[src/rtl/rv32im_execute_core_assert.svh]
// assertion macros for the execute core
`ifndef RV32IM_EXECUTE_CORE_ASSERT_SVH
`define RV32IM_EXECUTE_CORE_ASSERT_SVH

// same-cycle implication
`define RVX_ASSERT_NOW(lbl, ante, cons) \
  lbl: assert property (@(posedge clk) disable iff (rst) (ante) |-> (cons)) \
    else $error("rvx check failed");

// next-cycle implication
`define RVX_ASSERT_NEXT(lbl, ante, cons) \
  lbl: assert property (@(posedge clk) disable iff (rst) (ante) |=> (cons)) \
    else $error("rvx check failed");

`endif

[src/rtl/rvx_pkg.sv]
package rvx_pkg;

  typedef enum logic [2:0] {
    ST_OK      = 3'd0,
    ST_ECALL   = 3'd1,
    ST_EBREAK  = 3'd2,
    ST_ILLEGAL = 3'd3,
    ST_ORDER   = 3'd4
  } status_t;

  typedef enum logic [1:0] {
    MEM_NONE  = 2'd0,
    MEM_LOAD  = 2'd1,
    MEM_STORE = 2'd2
  } mem_op_t;

  localparam logic CFG_START_PC = 1'b0;
  localparam logic CFG_STACK    = 1'b1;

  localparam logic [6:0] OPC_LUI    = 7'h37;
  localparam logic [6:0] OPC_AUIPC  = 7'h17;
  localparam logic [6:0] OPC_JAL    = 7'h6f;
  localparam logic [6:0] OPC_JALR   = 7'h67;
  localparam logic [6:0] OPC_BRANCH = 7'h63;
  localparam logic [6:0] OPC_LOAD   = 7'h03;
  localparam logic [6:0] OPC_STORE  = 7'h23;
  localparam logic [6:0] OPC_IMM    = 7'h13;
  localparam logic [6:0] OPC_REG    = 7'h33;
  localparam logic [6:0] OPC_FENCE  = 7'h0f;
  localparam logic [6:0] OPC_SYSTEM = 7'h73;

  localparam logic [6:0] F7_BASE = 7'b0000000;
  localparam logic [6:0] F7_ALT  = 7'b0100000;
  localparam logic [6:0] F7_MULDIV = 7'b0000001;

  localparam logic [31:0] WORD_ECALL  = 32'h0000_0073;
  localparam logic [31:0] WORD_EBREAK = 32'h0010_0073;

  typedef struct packed {
    logic capture;
    logic mul_go;
    logic div_go;
    logic commit;
  } ctrl_cmd_t;

  typedef struct packed {
    logic is_mul;
    logic is_div;
    logic div_busy;
  } dp_status_t;

endpackage

[src/rtl/rvx_ctrl.sv]
module rvx_ctrl (
  input  logic                clk,
  input  logic                rst,
  input  logic                in_valid,
  output logic                in_ready,
  output logic                out_valid,
  input  logic                out_ready,
  input  rvx_pkg::dp_status_t st,
  output rvx_pkg::ctrl_cmd_t  cmd
);

  typedef enum logic [1:0] {
    S_IDLE,
    S_EXEC,
    S_MUL,
    S_DIV
  } state_t;

  state_t state;
  state_t state_next;
  logic   slot_free;

  assign slot_free = !out_valid || out_ready;
  assign in_ready  = (state == S_IDLE);

  always_comb begin
    cmd        = '0;
    state_next = state;
    unique case (state)
      S_IDLE: begin
        if (in_valid) begin
          cmd.capture = 1'b1;
          state_next  = S_EXEC;
        end
      end
      S_EXEC: begin
        priority if (st.is_mul) begin
          cmd.mul_go = 1'b1;
          state_next = S_MUL;
        end else if (st.is_div) begin
          cmd.div_go = 1'b1;
          state_next = S_DIV;
        end else if (slot_free) begin
          cmd.commit = 1'b1;
          state_next = S_IDLE;
        end
      end
      S_MUL: begin
        if (slot_free) begin
          cmd.commit = 1'b1;
          state_next = S_IDLE;
        end
      end
      S_DIV: begin
        if (!st.div_busy && slot_free) begin
          cmd.commit = 1'b1;
          state_next = S_IDLE;
        end
      end
      default: state_next = S_IDLE;
    endcase
  end

  always_ff @(posedge clk) begin
    if (rst) begin
      state     <= S_IDLE;
      out_valid <= 1'b0;
    end else begin
      state <= state_next;
      if (cmd.commit) begin
        out_valid <= 1'b1;
      end else if (out_ready) begin
        out_valid <= 1'b0;
      end
    end
  end

endmodule

[config.mk]
export PLATFORM = sky130hd
export DESIGN_NAME = rvx_ctrl
export DESIGN_NICKNAME = d
export VERILOG_FILES = /design/src/rtl/rv32im_execute_core_assert.svh /design/src/rtl/rvx_pkg.sv /design/src/rtl/rvx_ctrl.sv
export SDC_FILE = /design/constraint.sdc
export NUM_CORES = 1
export LEC_CHECK = 0
export BUFFER_PORTS_ARGS = -buffer_cell sky130_fd_sc_hd__buf_2
export CAP_MARGIN = 20
export CORE_AREA = 2 2 39 41
export CTS_CLUSTER_SIZE = 10
export DETAILED_ROUTE_END_ITERATION = 8
export DIE_AREA = 0 0 41 43
export HOLD_SLACK_MARGIN = 0.06
export PLACE_DENSITY = 0.38
export SYNTH_ARGS = -nofsm -noshare
export SYNTH_HDL_FRONTEND = slang
export SYNTH_SLANG_ARGS = --single-unit
[constraint.sdc]
create_clock -name clk -period 0.9 [get_ports clk]
set_input_delay 0.18 -clock clk [delete_from_list [all_inputs] [get_ports clk]]
set_output_delay 0.18 -clock clk [all_outputs]
set_load 0.02 [all_outputs]
# Word-level counts from Yosys, hierarchy flattened
# Index checks and enable logic that the tools add are counted.
[op_classes]
n_eq_ne = 5
muxes = 18
reduce_logical = 7
[ops]
columns = ["op", "count"]
rows = [
  ["2-to-1 mux 2 bit", 7],
  ["2-to-1 mux 1 bit", 9],
  ["one-hot mux 2 bit (4 select lines)", 1],
  ["== test 2 bit, second input constant", 2],
  ["inequality test 2 bit, second input constant", 2],
  ["one-hot mux 1 bit (3 select lines)", 1],
  ["== test 2 x 1 -> 1 bit, second input constant", 1],
  ["logical NOT 1 bit", 2],
  ["logical NOT 2 bit", 1],
  ["AND reduction 2 bit", 1],
  ["nonzero test 2 bit", 1],
  ["logical AND 1 bit", 1],
  ["logical OR 1 bit", 1],
]
[word_totals]
register_bits = 3
in_bits = 7
output_inout_bits = 6
elab_cells = 32

# Logic depth before layout (Yosys ltp)
[logic_depth]
word_depth = 7
ltp_mapped = 4
mapped_depth_nobuf = 3

# Least setup slack after synthesis
# OpenSTA, ideal clock, no wires.
[synth_path]
path_type = "register to output"
startpoint = "register state[1]"
endpoint = "output port cmd[0] in the netlist's numbering"
arrival_time_ps = 1032
path_slack_ps = -312
stages_incl_launch_ff = 5
cell_sequence = "dfxtp_1 buf_6 nor4b_4 a21oi_2 nor2_1"
[synth_lines]
columns = ["item", "line", "text"]
rows = [
  ["start, declared", "rvx_ctrl.sv:19", "state_t state;"],
  ["start signal, assigned", "rvx_ctrl.sv:69", "state <= state_next;"],
  ["end, declared", "rvx_ctrl.sv:9", "output rvx_pkg::ctrl_cmd_t cmd"],
]

==> results.py <==
metrics = {
    "logic_synthesis": {
        "synth_top_area_share_pct": 28.57,
        "synth.avg_cell_area_um2": 9.139,
        "synth-seq-area-share_pct": 28.57,
        "yosys_register_bits": 3,
        "yosys.area.top_type": "sky130_fd_sc_hd__dfxtp_1",
        "synthesis.area_um2": 210.2,
        "synth.distinct_cells": 16,
        "synth.top_cells.by_area": "sky130_fd_sc_hd__dfxtp_1 29%, sky130_fd_sc_hd__nor4b_4 11%, sky130_fd_sc_hd__a21oi_2 8.3%",
        "synth_cells": 23,
        "mappedNetlistNets": 30,
        "number_of_warnings_issued_by_yosys": 0,
    },
    "floorplan": {
        "std_cell_rows": 14,
        "io_pins": 13,
        "floorplan.die_area_um2": 1763,
        "initial_utilization_pct": 15.19,
        "chipHeight_um": 43,
        "core-area_um2": 1384,
        "die-width_um": 41,
    },
    "worst_hold_path": {
        "timing.hold.worst.class": "input port to flip-flop",
        "hp-start": "rst",
        "worstHoldEndpoint": "out_valid",
        "timing.hold.worst_path_depth": 2,
    },
    "critical_path": {
        "critical_path_arrival_ns": 1.14,
        "timing_worst_setup_path_type": "flip-flop to primary output",
        "setup.reg_to_reg.worst_slack_ns": -0.12,
        "cp-end-kind": "primary output",
        "worst-r2r-cell-count": 4,
        "worst-path-max-fanout": 5,
        "cp-start-kind": "flip-flop",
        "critPathRequiredTime_ns": 0.72,
        "worstReg2RegStart": "state[1]",
        "worstReg2RegEnd": "out_valid",
    },
    "placement": {
        "port-buffer-count": 12,
        "gpl.final_weighted_congestion": 0.7355,
        "detailed_place_hpwl_um": 500.8,
    },
    "route": {
        "wl_met1_um": 231,
        "antenna_viol_nets_final": 0,
        "postRouteWirelength_um": 623,
        "drc": 0,
        "first_iter_violations": 0,
        "drt-pass1-iter-count": 1,
        "detailroute.via_count": 252,
        "wire_per_inst_um": 10.05,
        "dr.max_layer_used": "met4",
        "vias_per_cell": 4.065,
        "met2_length_um": 324,
        "routed-wl-met3_um": 47,
    },
    "sta": {
        "fin_skew_ns": 0.007089,
        "layout_min_cycle_time_ns": 1.322,
        "timing_hold_violations_final": 0,
        "fin_ws_ns": -0.4215,
        "period_share_pct": 146.8,
        "setup_total_negative_slack_ns": -2.112,
        "tightest_slew_ns": 0.2094,
        "max-slew-margin-rel_pct": 85.98,
        "achievable_frequency_ghz": 0.7567,
        "fin_worst_hold_slack_ns": 0.1356,
        "setup_repair_after_global_routing_missed_its_margin": "yes",
        "pins_over_their_slew_limit": 0,
        "setup_failing_eps_final": 8,
    },
    "power": {
        "maximum_ir_drop_on_the_vdd_rail_mv": 0.3826,
        "power.internal_mw": 0.4417,
        "p_seq_share_pct": 25.4,
        "power.switching_mw": 0.1927,
        "pwr-share-clk_pct": 37.8,
        "leakage_nw": 0.1926,
        "switching_share_pct": 30.38,
        "p_total_mw": 0.6345,
        "power_density_nw_per_um2": 1461,
        "comb_power_share_pct": 36.8,
    },
    "cts": {
        "cts.clk_slew.worst_paths_ns": 0.04,
        "cts_max_path_buffers": 2,
        "worst_skew_pair.late_latency_ns": 0.24,
        "ctsHtreeMaxLevel": 1,
        "cts.root.buffer_cell": "sky130_fd_sc_hd__clkbuf_4",
        "tritoncts.num_buffers": 3,
        "cts.sinks": 3,
        "cts_hold_repair.buffers": 0,
        "cts_tree": "yes",
    },
    "global_routing": {
        "vias_in_the_first_global_route": 262,
        "first_pass_grt_wire_length_um": 959,
        "gr-total-overflow": 0,
        "number_of_antenna_violations_at_the_first_check_in_global_routing": 0,
        "grt_start_max_net_pins": 6,
        "grt_use_total_pct": 8.116,
    },
    "status": {
        "violations": "setup timing",
        "outcome": "complete, but fails checks",
    },
    "cells_and_area": {
        "syn2layout_area_growth_pct": 106.5,
        "utilization_pct": 31.37,
        "layout-drive-gt1-share_pct": 80.43,
        "finish.net_count": 54,
        "n_fill_cell": 157,
        "insertedDiodeCount": 0,
    },
    "job": {
        "maxCapViolCount": 0,
    },
}
## metal layers
| metal | global-route usage [%] | vias up |
|---|---|---|
| met4 | 6.000 | 0 |
| met5 | 0 | - |
| li1 | - | 126 |
| met2 | 13.44 | 10 |
| met1 | 9.265 | 114 |
| met3 | 0 | 2 |
## synth_stat cells
master,instances
sky130_fd_sc_hd__a21oi_2,2
sky130_fd_sc_hd__nor4b_4,1
sky130_fd_sc_hd__nor3b_2,1
sky130_fd_sc_hd__o211ai_1,1
sky130_fd_sc_hd__nand2_1,2
sky130_fd_sc_hd__o21a_1,1
sky130_fd_sc_hd__and2b_1,1
sky130_fd_sc_hd__nor2_1,3
sky130_fd_sc_hd__and3b_2,1
sky130_fd_sc_hd__and2_1,1
sky130_fd_sc_hd__o21ai_0,1
sky130_fd_sc_hd__buf_6,1
sky130_fd_sc_hd__a311oi_1,1
sky130_fd_sc_hd__a31oi_1,1
sky130_fd_sc_hd__dfxtp_1,3
sky130_fd_sc_hd__inv_1,2
## layout by cell type, fill, tap and decap left out, types with 2 or more instances in the layout
master                     n
sky130_fd_sc_hd__a21oi_2   2
sky130_fd_sc_hd__nor2_4    2
sky130_fd_sc_hd__buf_6     7
sky130_fd_sc_hd__buf_2     7
sky130_fd_sc_hd__clkbuf_4  3
sky130_fd_sc_hd__dfxtp_4   2
sky130_fd_sc_hd__buf_4     6
## per-stage QoR
stage / cell area, um2 / setup slack (ns) / instances
CTS: 409.1 / -0.4452 / 60
finish: 434.2 / -0.4215 / 62
global placement: 350.3 / -0.2301 / 56
floorplan: 236.5 / -0.1845 / 23
global route: 434.2 / -0.4640 / 62
detailed placement: 350.3 / -0.2723 / 56
## repair_timing
| action | 4_1_cts | 5_1_grt |
|---|---|---|
| gates resized for setup | 11 | 3 |
| pin swaps | 3 | 2 |
| endpoints found under the setup margin | 8 | 9 |
| setup buffers | 1 | 3 |
## sequential cells by signal (all words and copies together) (netlist names)
signal,cells
state,2
out_valid,1
## worst max-delay path: stages, from the launching register on
cell and delay, ns:
sky130_fd_sc_hd__dfxtp_4 0.36, sky130_fd_sc_hd__nor4b_4 0.26, sky130_fd_sc_hd__a21oi_2 0.08, sky130_fd_sc_hd__nor2_4 0.08, sky130_fd_sc_hd__buf_6 0.11
## how the worst max path moves through the flow
| stage | to | cells past startpoint | slack [ns] | from |
|---|---|---|---|---|
| floorplan | cmd[0] | 4 | -0.18 | state[1] |
| detailed placement | cmd[0] | 4 | -0.27 | state[1] |
| global placement | cmd[0] | 4 | -0.23 | state[1] |
| finish | cmd[0] | 4 | -0.42 | state[1] |
| global route | cmd[0] | 4 | -0.46 | state[1] |
| CTS | cmd[0] | 4 | -0.45 | state[1] |
## power by group through the flow
| stage | Clock, mW | Combinational, mW | Sequential (mW) |
|---|---|---|---|
| global route | 0.259 | 0.252 | 0.162 |
| CTS | 0.252 | 0.213 | 0.160 |
| detailed placement | 0 | 0.184 | 0.161 |
| global placement | 0 | 0.184 | 0.160 |
| floorplan | 0 | 0.106 | 0.162 |
| finish | 0.240 | 0.234 | 0.161 |
## cells by family (layout without fill, tap and decap cells)
logic type,after synthesis,in the layout,share of synthesized area [%]
and+or+nand+nor,10,10,37.50
AOI/OAI and AO/OA,7,7,25.00
DFF,3,3,28.57
buffers and inverters,3,26,8.930
## layout make-up
type	instances	area (um2)	share of cell area, %
repair buffers	20	158.9	36.60
flip-flops and latches	3	68.82	15.85
clock buffers	4	26.28	6.052
well taps	16	20.02	4.611
multi-input cells	17	152.6	35.16
inverters	2	7.507	1.729
(Power assumes the default switching activity.)
